**config.mk**
```make
export PLATFORM = sky130hd
export DESIGN_NAME = windowed_slo_slot_reservation
export DESIGN_NICKNAME = d
export VERILOG_FILES = /design/src/hdl/wssr_pkg.sv /design/src/hdl/windowed_slo_slot_reservation.sv
export SDC_FILE = /design/constraint.sdc
export NUM_CORES = 1
export LEC_CHECK = 0
export ABC_AREA = 1
export BUFFER_PORTS_ARGS = -buffer_cell sky130_fd_sc_hd__buf_2
export CAP_MARGIN = 20
export CORE_MARGIN = 2
export CORE_UTILIZATION = 55
export CTS_BUF_LIST = sky130_fd_sc_hd__clkbuf_16
export DETAILED_ROUTE_END_ITERATION = 10
export PLACE_DENSITY_LB_ADDON = 0.1
export SLEW_MARGIN = 15
export SYNTH_ARGS = -nofsm -noshare
export SYNTH_HDL_FRONTEND = slang
export SYNTH_SLANG_ARGS = --single-unit
```
**constraint.sdc**
```tcl
create_clock -name i_clk -period 7.73 [get_ports i_clk]
set_input_delay 0.3865 -clock i_clk [delete_from_list [all_inputs] [get_ports i_clk]]
set_output_delay 0.3865 -clock i_clk [all_outputs]
set_load 0.1 [all_outputs]
```
**src/hdl/wssr_pkg.sv**
```systemverilog
`timescale 1ns / 1ps
// ============================================================================
// wssr_pkg
// Shared widths, limits and register indexes of the windowed slot
// reservation controller.
// ============================================================================
package wssr_pkg;

    localparam int MAX_WINDOW    = 1024;
    localparam int INITIAL_SLOTS = 0;

    localparam int WAIT_W   = 32;
    localparam int PRIO_W   = 8;
    localparam int WIN_W    = 11;
    localparam int PCT_W    = 7;
    localparam int SLOT_W   = 16;
    localparam int CFG_W    = 32;
    localparam int IDX_W    = 3;
    // 100 * violations and window * percent both fit here
    localparam int CMP_W    = WIN_W + PCT_W;

    localparam int PCT_MAX  = 100;

    // reset values of the registers
    localparam logic [WIN_W-1:0]  WIN_RST  = WIN_W'(1);
    localparam logic [PCT_W-1:0]  PCT_RST  = PCT_W'(100);
    localparam logic [SLOT_W-1:0] STEP_RST = SLOT_W'(1);
    localparam logic [SLOT_W-1:0] MIN_RST  = SLOT_W'(0);
    localparam logic [SLOT_W-1:0] MAX_RST  = SLOT_W'(0);

    // initial slot count clamped into min..max(min, max) at reset values
    localparam int EFF_MAX_RST = (MAX_RST > MIN_RST) ? int'(MAX_RST) : int'(MIN_RST);
    localparam int INIT_LO     = (INITIAL_SLOTS < int'(MIN_RST)) ? int'(MIN_RST)
                                                                 : INITIAL_SLOTS;
    localparam int INIT_CLAMP  = (INIT_LO > EFF_MAX_RST) ? EFF_MAX_RST : INIT_LO;
    localparam logic [SLOT_W-1:0] SLOTS_RST = SLOT_W'(INIT_CLAMP);

    typedef enum logic [IDX_W-1:0] {
        REG_TARGET_WAIT    = 3'd0,
        REG_PRIORITY_FLOOR = 3'd1,
        REG_WINDOW_LENGTH  = 3'd2,
        REG_VIOL_PERCENT   = 3'd3,
        REG_INCREASE_STEP  = 3'd4,
        REG_DECREASE_STEP  = 3'd5,
        REG_MIN_SLOTS      = 3'd6,
        REG_MAX_SLOTS      = 3'd7
    } t_reg_idx;

endpackage

```
**src/hdl/windowed_slo_slot_reservation.sv**
```systemverilog
`timescale 1ns / 1ps
// ============================================================================
// windowed_slo_slot_reservation
// Windowed wait-target controller that adjusts a reserved slot count.
// ============================================================================
// Each accepted request observation is handled in the cycle it is accepted:
// the window counters and the slot count are updated at once and the result
// lands in a single output register, so one request is taken every cycle
// unless the output stalls, and its result is valid in the next cycle. The
// input stays ready while a result waits, as long as it is being taken in the
// same cycle. The window threshold test is done as 100 * violations >=
// window * percent, which needs no divider. Configuration writes take effect
// on the next cycle and must be made while no request is in flight.
module windowed_slo_slot_reservation (
    input  logic                               i_clk,
    input  logic                               i_rst_n,

    input  logic                               i_cfg_wr_en,
    input  logic [wssr_pkg::IDX_W-1:0]         i_cfg_index,
    input  logic [wssr_pkg::CFG_W-1:0]         i_cfg_wdata,

    input  logic                               i_in_valid,
    output logic                               o_in_ready,
    input  logic [wssr_pkg::PRIO_W-1:0]        i_priority_req,
    input  logic [wssr_pkg::WAIT_W-1:0]        i_queue_wait,

    output logic                               o_out_valid,
    input  logic                               i_out_ready,
    output logic                               o_changed,
    output logic [wssr_pkg::SLOT_W-1:0]        o_slot_count,
    output logic [wssr_pkg::WIN_W-1:0]         o_samples_in_window
);

    // configuration
    logic [wssr_pkg::WAIT_W-1:0] r_target_wait;
    logic [wssr_pkg::PRIO_W-1:0] r_prio_floor;
    logic [wssr_pkg::WIN_W-1:0]  r_win_len;
    logic [wssr_pkg::PCT_W-1:0]  r_pct;
    logic [wssr_pkg::SLOT_W-1:0] r_inc_step;
    logic [wssr_pkg::SLOT_W-1:0] r_dec_step;
    logic [wssr_pkg::SLOT_W-1:0] r_min_slots;
    logic [wssr_pkg::SLOT_W-1:0] r_max_slots;

    // state
    logic [wssr_pkg::WIN_W-1:0]  r_samples, n_samples;
    logic [wssr_pkg::WIN_W-1:0]  r_viols, n_viols;
    logic [wssr_pkg::SLOT_W-1:0] r_slots, n_slots;

    // result register
    logic                        r_out_valid;
    logic                        r_changed, n_changed;
    logic [wssr_pkg::SLOT_W-1:0] r_out_slots;
    logic [wssr_pkg::WIN_W-1:0]  r_out_samples;

    logic                        accept;
    logic                        active;
    logic                        close;
    logic                        violated;
    logic [wssr_pkg::WIN_W-1:0]  eff_win;
    logic [wssr_pkg::PCT_W-1:0]  eff_pct;
    logic [wssr_pkg::SLOT_W-1:0] eff_max;
    logic [wssr_pkg::SLOT_W-1:0] eff_inc;
    logic [wssr_pkg::SLOT_W-1:0] eff_dec;
    logic [wssr_pkg::SLOT_W-1:0] room_up;
    logic [wssr_pkg::SLOT_W-1:0] room_dn;
    logic [wssr_pkg::SLOT_W-1:0] slots_adj;
    logic [wssr_pkg::WIN_W-1:0]  samples_inc;
    logic [wssr_pkg::WIN_W-1:0]  viols_inc;
    logic [wssr_pkg::CMP_W-1:0]  viol_scaled;
    logic [wssr_pkg::CMP_W-1:0]  need_scaled;

    assign o_in_ready = !r_out_valid || i_out_ready;
    assign accept     = i_in_valid && o_in_ready;

    assign o_out_valid         = r_out_valid;
    assign o_changed           = r_changed;
    assign o_slot_count        = r_out_slots;
    assign o_samples_in_window = r_out_samples;

    // clamp registers at use
    always_comb begin
        if (r_win_len == '0) begin
            eff_win = wssr_pkg::WIN_W'(1);
        end else if (r_win_len > wssr_pkg::WIN_W'(wssr_pkg::MAX_WINDOW)) begin
            eff_win = wssr_pkg::WIN_W'(wssr_pkg::MAX_WINDOW);
        end else begin
            eff_win = r_win_len;
        end

        if (r_pct == '0) begin
            eff_pct = wssr_pkg::PCT_W'(1);
        end else if (r_pct > wssr_pkg::PCT_W'(wssr_pkg::PCT_MAX)) begin
            eff_pct = wssr_pkg::PCT_W'(wssr_pkg::PCT_MAX);
        end else begin
            eff_pct = r_pct;
        end

        eff_max = (r_max_slots > r_min_slots) ? r_max_slots : r_min_slots;
        eff_inc = (r_inc_step == '0) ? wssr_pkg::SLOT_W'(1) : r_inc_step;
        eff_dec = (r_dec_step == '0) ? wssr_pkg::SLOT_W'(1) : r_dec_step;
    end

    // window update and slot adjustment
    always_comb begin
        active      = (r_target_wait != '0) && (i_priority_req >= r_prio_floor);
        samples_inc = r_samples + wssr_pkg::WIN_W'(1);
        viols_inc   = (i_queue_wait > r_target_wait) ? (r_viols + wssr_pkg::WIN_W'(1))
                                                     : r_viols;
        close       = samples_inc >= eff_win;

        // violations >= ceil(win * pct / 100)  <=>  100 * violations >= win * pct
        viol_scaled = wssr_pkg::CMP_W'(viols_inc) * wssr_pkg::CMP_W'(wssr_pkg::PCT_MAX);
        need_scaled = wssr_pkg::CMP_W'(eff_win) * wssr_pkg::CMP_W'(eff_pct);
        violated    = viol_scaled >= need_scaled;

        room_up = eff_max - r_slots;
        room_dn = r_slots - r_min_slots;

        if (violated) begin
            if (r_slots < eff_max) begin
                slots_adj = r_slots + ((eff_inc < room_up) ? eff_inc : room_up);
            end else begin
                slots_adj = r_slots;
            end
        end else if (r_slots > r_min_slots) begin
            slots_adj = r_slots - ((eff_dec < room_dn) ? eff_dec : room_dn);
        end else begin
            slots_adj = r_slots;
        end

        n_samples = r_samples;
        n_viols   = r_viols;
        n_slots   = r_slots;
        n_changed = 1'b0;
        if (active) begin
            if (close) begin
                n_samples = '0;
                n_viols   = '0;
                n_slots   = slots_adj;
                n_changed = slots_adj != r_slots;
            end else begin
                n_samples = samples_inc;
                n_viols   = viols_inc;
            end
        end
    end

    // configuration writes
    always_ff @(posedge i_clk) begin
        if (!i_rst_n) begin
            r_target_wait <= '0;
            r_prio_floor  <= '0;
            r_win_len     <= wssr_pkg::WIN_RST;
            r_pct         <= wssr_pkg::PCT_RST;
            r_inc_step    <= wssr_pkg::STEP_RST;
            r_dec_step    <= wssr_pkg::STEP_RST;
            r_min_slots   <= wssr_pkg::MIN_RST;
            r_max_slots   <= wssr_pkg::MAX_RST;
        end else if (i_cfg_wr_en) begin
            case (wssr_pkg::t_reg_idx'(i_cfg_index))
                wssr_pkg::REG_TARGET_WAIT: begin
                    r_target_wait <= i_cfg_wdata[wssr_pkg::WAIT_W-1:0];
                end
                wssr_pkg::REG_PRIORITY_FLOOR: begin
                    r_prio_floor <= i_cfg_wdata[wssr_pkg::PRIO_W-1:0];
                end
                wssr_pkg::REG_WINDOW_LENGTH: begin
                    r_win_len <= i_cfg_wdata[wssr_pkg::WIN_W-1:0];
                end
                wssr_pkg::REG_VIOL_PERCENT: begin
                    r_pct <= i_cfg_wdata[wssr_pkg::PCT_W-1:0];
                end
                wssr_pkg::REG_INCREASE_STEP: begin
                    r_inc_step <= i_cfg_wdata[wssr_pkg::SLOT_W-1:0];
                end
                wssr_pkg::REG_DECREASE_STEP: begin
                    r_dec_step <= i_cfg_wdata[wssr_pkg::SLOT_W-1:0];
                end
                wssr_pkg::REG_MIN_SLOTS: begin
                    r_min_slots <= i_cfg_wdata[wssr_pkg::SLOT_W-1:0];
                end
                wssr_pkg::REG_MAX_SLOTS: begin
                    r_max_slots <= i_cfg_wdata[wssr_pkg::SLOT_W-1:0];
                end
                default: begin
                end
            endcase
        end
    end

    // window state and result register
    always_ff @(posedge i_clk) begin
        if (!i_rst_n) begin
            r_samples   <= '0;
            r_viols     <= '0;
            r_slots     <= wssr_pkg::SLOTS_RST;
            r_out_valid <= 1'b0;
        end else begin
            if (accept) begin
                r_samples   <= n_samples;
                r_viols     <= n_viols;
                r_slots     <= n_slots;
                r_out_valid <= 1'b1;
            end else if (i_out_ready) begin
                r_out_valid <= 1'b0;
            end
        end
    end

    always_ff @(posedge i_clk) begin
        if (accept) begin
            r_changed     <= n_changed;
            r_out_slots   <= n_slots;
            r_out_samples <= n_samples;
        end
    end

endmodule
```
==> flow_metrics.py <==
metrics = {
    "drt": {
        "firstDrtPassIters": 6,
        "via_per_inst": 5.621,
        "wirelength_mm": 50.87,
        "drt-initial-drc-count": 1566,
        "via_count": 17110,
        "route.detailed.drc": 0,
        "avgRoutedWirePerCell_um": 16.72,
        "route.antenna.remaining_nets": 0,
    },
    "global_routing": {
        "gr-max-usage-layer": "met2",
        "grt_pass1_vias": 15910,
        "grt-ovfl-total": 0,
        "use_met1_pct": 40.64,
        "grt_start_max_net_pins": 73,
        "antenna_found_initial": 0,
        "grt_pass1_wl_mm": 80.21,
        "grt_usage_pct": 30.09,
        "gr-usage-met2_pct": 49.70,
        "grtUsageMet3_pct": 4.190,
    },
    "placed_design": {
        "dp_hpwl_mm": 39.40,
        "dpl_cell_area_mm2": 0.01866,
        "pre_cts_ws_ns": -0.1854,
        "io_buffers": 109,
        "gp_congestion": 0.9518,
        "placed_cells": 2990,
    },
    "setup_path": {
        "worstPathArrival_ns": 7.69,
        "setup.worst_path.start": "r_win_len[2]",
        "r2r_slack_ns": 0.28,
        "critPathMaxStageDelay_ns": 0.54,
        "crit_path_max_fanout": 7,
        "r2r-start": "r_win_len[2]",
        "cp_data_required_time_ns": 7.96,
        "end_kind": "flop",
        "timing.rr.end": "o_changed",
        "crit_end": "o_changed",
        "cp_slowest_cell": "fa_1",
        "rr_worst_depth": 44,
        "crit_type": "flop to flop",
        "startpoint_type": "flop",
        "crit_top_cell": "nand2_1",
    },
    "layout": {
        "area_growth_pct": 12.06,
        "fill_cells": 2935,
        "antennaDiodeCount": 0,
        "instances_no_fill": 3043,
        "fin_area_mm2": 0.01982,
        "layout-drive-gt1-share_pct": 11.32,
        "nets": 3014,
    },
    "power_and_ir_drop": {
        "p_per_area_mw_per_mm2": 294.7,
        "ir_worst_vdd_mv": 0.2074,
        "p_leak_nw": 9.957,
    },
    "clock_network": {
        "clk_path_buf_depth": 2,
        "clk_pin_slew_worst_paths_ns": 0.08,
        "cts.sinks": 189,
        "htree_levels": 4,
        "cts-root-buf": "clkbuf_16",
        "numCtsBuffers": 17,
        "cts_tree": "yes",
        "clk_latency_ns": 0.47,
        "hold_buffers": 0,
    },
    "timing": {
        "relSlewSlack_pct": 31.28,
        "fin_tns_setup_ns": 0,
        "setup_viol": 0,
        "hold_viol": 0,
        "fin_ws_ns": 0.2759,
        "clock_skew_ns": 0.01842,
        "slew_violations": 0,
        "fmax_ghz": 0.1342,
        "period_share_pct": 96.43,
        "period_minus_slack_ns": 7.454,
        "holdWs_ns": 0.2051,
        "worst_pin_slew_ns": 1.031,
    },
    "synth": {
        "synthCells": 2533,
        "ys_top_cells_by_area": "dfxtp_1 18%, ha_1 18%, nand2_1 11%",
        "yosys_warnings": 0,
        "syn_area_mm2": 0.01769,
        "synth_enable_flop_cells": 28,
        "syn_area_per_cell_um2": 6.983,
        "ys_top_cells_by_count": "496 x nand2_1, 344 x inv_1, 282 x nor2_1",
        "synth.distinct_cells": 54,
        "syn-num-nets": 2919,
        "ys_ff_latch": 189,
        "yosysSeqAreaShare_pct": 22.98,
        "synth_top_area_share_pct": 18.22,
        "synthArstFlopShare_pct": 0,
        "ys_dominant_reg_cell": "dfxtp_1",
        "synth_most_common_cell": "nand2_1",
        "synth_top_area_cell": "dfxtp_1",
    },
    "job": {
        "maxCapViolCount": 0,
    },
    "floorplan": {
        "start_util_pct": 55.91,
        "coreArea_mm2": 0.03164,
        "pin_count": 110,
        "dieArea_mm2": 0.03361,
        "dieHeight_um": 183.3,
        "num_rows": 65,
        "die_width_um": 183.3,
    },
    "outcome": {
        "status": "finished clean",
    },
    "min_path": {
        "hp-class": "primary input to flop",
        "hp-start": "i_cfg_wdata[31]",
    },
}
stage by stage:
| stage | power [mW] | utilization [%] |
|---|---|---|
| detailed placement | 4.653 | 59.00 |
| floorplan | 3.867 | - |
| finish | 5.842 | 62.65 |
| global placement | 4.589 | 59.00 |
| global route | 6.315 | 62.65 |
| CTS | 5.570 | 60.89 |
how the worst min path moves through the flow:
stage | cells past startpoint | to | slack (ns)
after global placement | 2 | r_prio_floor[3] | 0.46
after detailed placement | 2 | r_prio_floor[3] | 0.46
after global routing | 3 | r_target_wait[29] | 0.22
after floorplan | 2 | r_prio_floor[1] | 0.43
final | 3 | r_target_wait[31] | 0.21
after CTS | 3 | r_target_wait[31] | 0.20
routing by layer:
metal	routed length, um	share of wire [%]	up-vias
met1	22330	44	7844
li1	-	-	8524
met2	23120	45	641
met4	1562	3.1	0
met3	3849	7.6	96
met5	0	0	-
where the power goes:
part	internal, mW	switching (mW)	total (mW)
sequential	1.11	0.0704	1.18
clock	0.439	0.473	0.912
combinational	1.30	2.45	3.75
cell families (layout without fill, tap and decap cells):
logic type	count (synthesis)	after routing	share of synthesized area, %
AOI/OAI and AO/OA	543	543	16.68
xor gates and xnor gates	86	86	4.258
adders and majority gates	306	306	23.94
buffers and inverters	448	555	9.726
DFF	189	189	22.98
and+or+nand+nor	961	962	22.42
layout make-up:
cell class	count	area, um^2	area share, %
Clock buffer	17	425.4	2.146
Multi-Input combinational cell	1897	12240	61.77
Clock inverter	15	166.4	0.8395
Inverter	353	1330	6.710
Timing Repair Buffer	170	1087	5.485
Tap cell	402	503.0	2.538
Sequential cell	189	4066	20.52
registers in the layout (all words and copies together), names as in the netlist:
signal	cells
r_slots	16
r_viols	11
r_max_slots	16
r_inc_step	16
o_out_valid	1
r_samples	11
r_dec_step	16
o_samples_in_window	11
r_win_len	11
r_min_slots	16
o_changed	1
r_pct	7
o_slot_count	16
r_target_wait	32
r_prio_floor	8
worst max-delay path: cells and delay by family (launching register included):
kind / cells / cell delay (ns)
and+or+nand+nor: 20 / 2.47
adders and majority gates: 6 / 2.33
AOI/OAI and AO/OA: 9 / 1.17
buffers and inverters: 8 / 0.77
DFF: 1 / 0.34
xor gates and xnor gates: 1 / 0.14
cell usage in the layout (no fill, tap or decap), types with 10 or more instances in the layout:
master,count
o21ai_2,10
ha_1,243
xor2_1,51
a21oi_2,17
nand2_1,484
clkbuf_16,18
buf_2,109
o21ai_1,16
nand4_1,29
buf_4,50
inv_1,337
fa_1,54
nand3_1,97
nor3_1,21
o21ai_0,204
o211ai_1,16
a21oi_1,214
edfxtp_1,28
nor2_1,277
a21o_1,11
a211oi_1,14
dfxtp_1,159
xnor2_1,35
nand2_2,14
what timing repair did:
item | in CTS | in global routing
endpoints found under the setup margin | 1 | 33
cloned | 0 | 2
pin swaps | 0 | 45
resized for setup | 3 | 98
setup buffers | 0 | 17
Power figures use the tool's default switching activity.
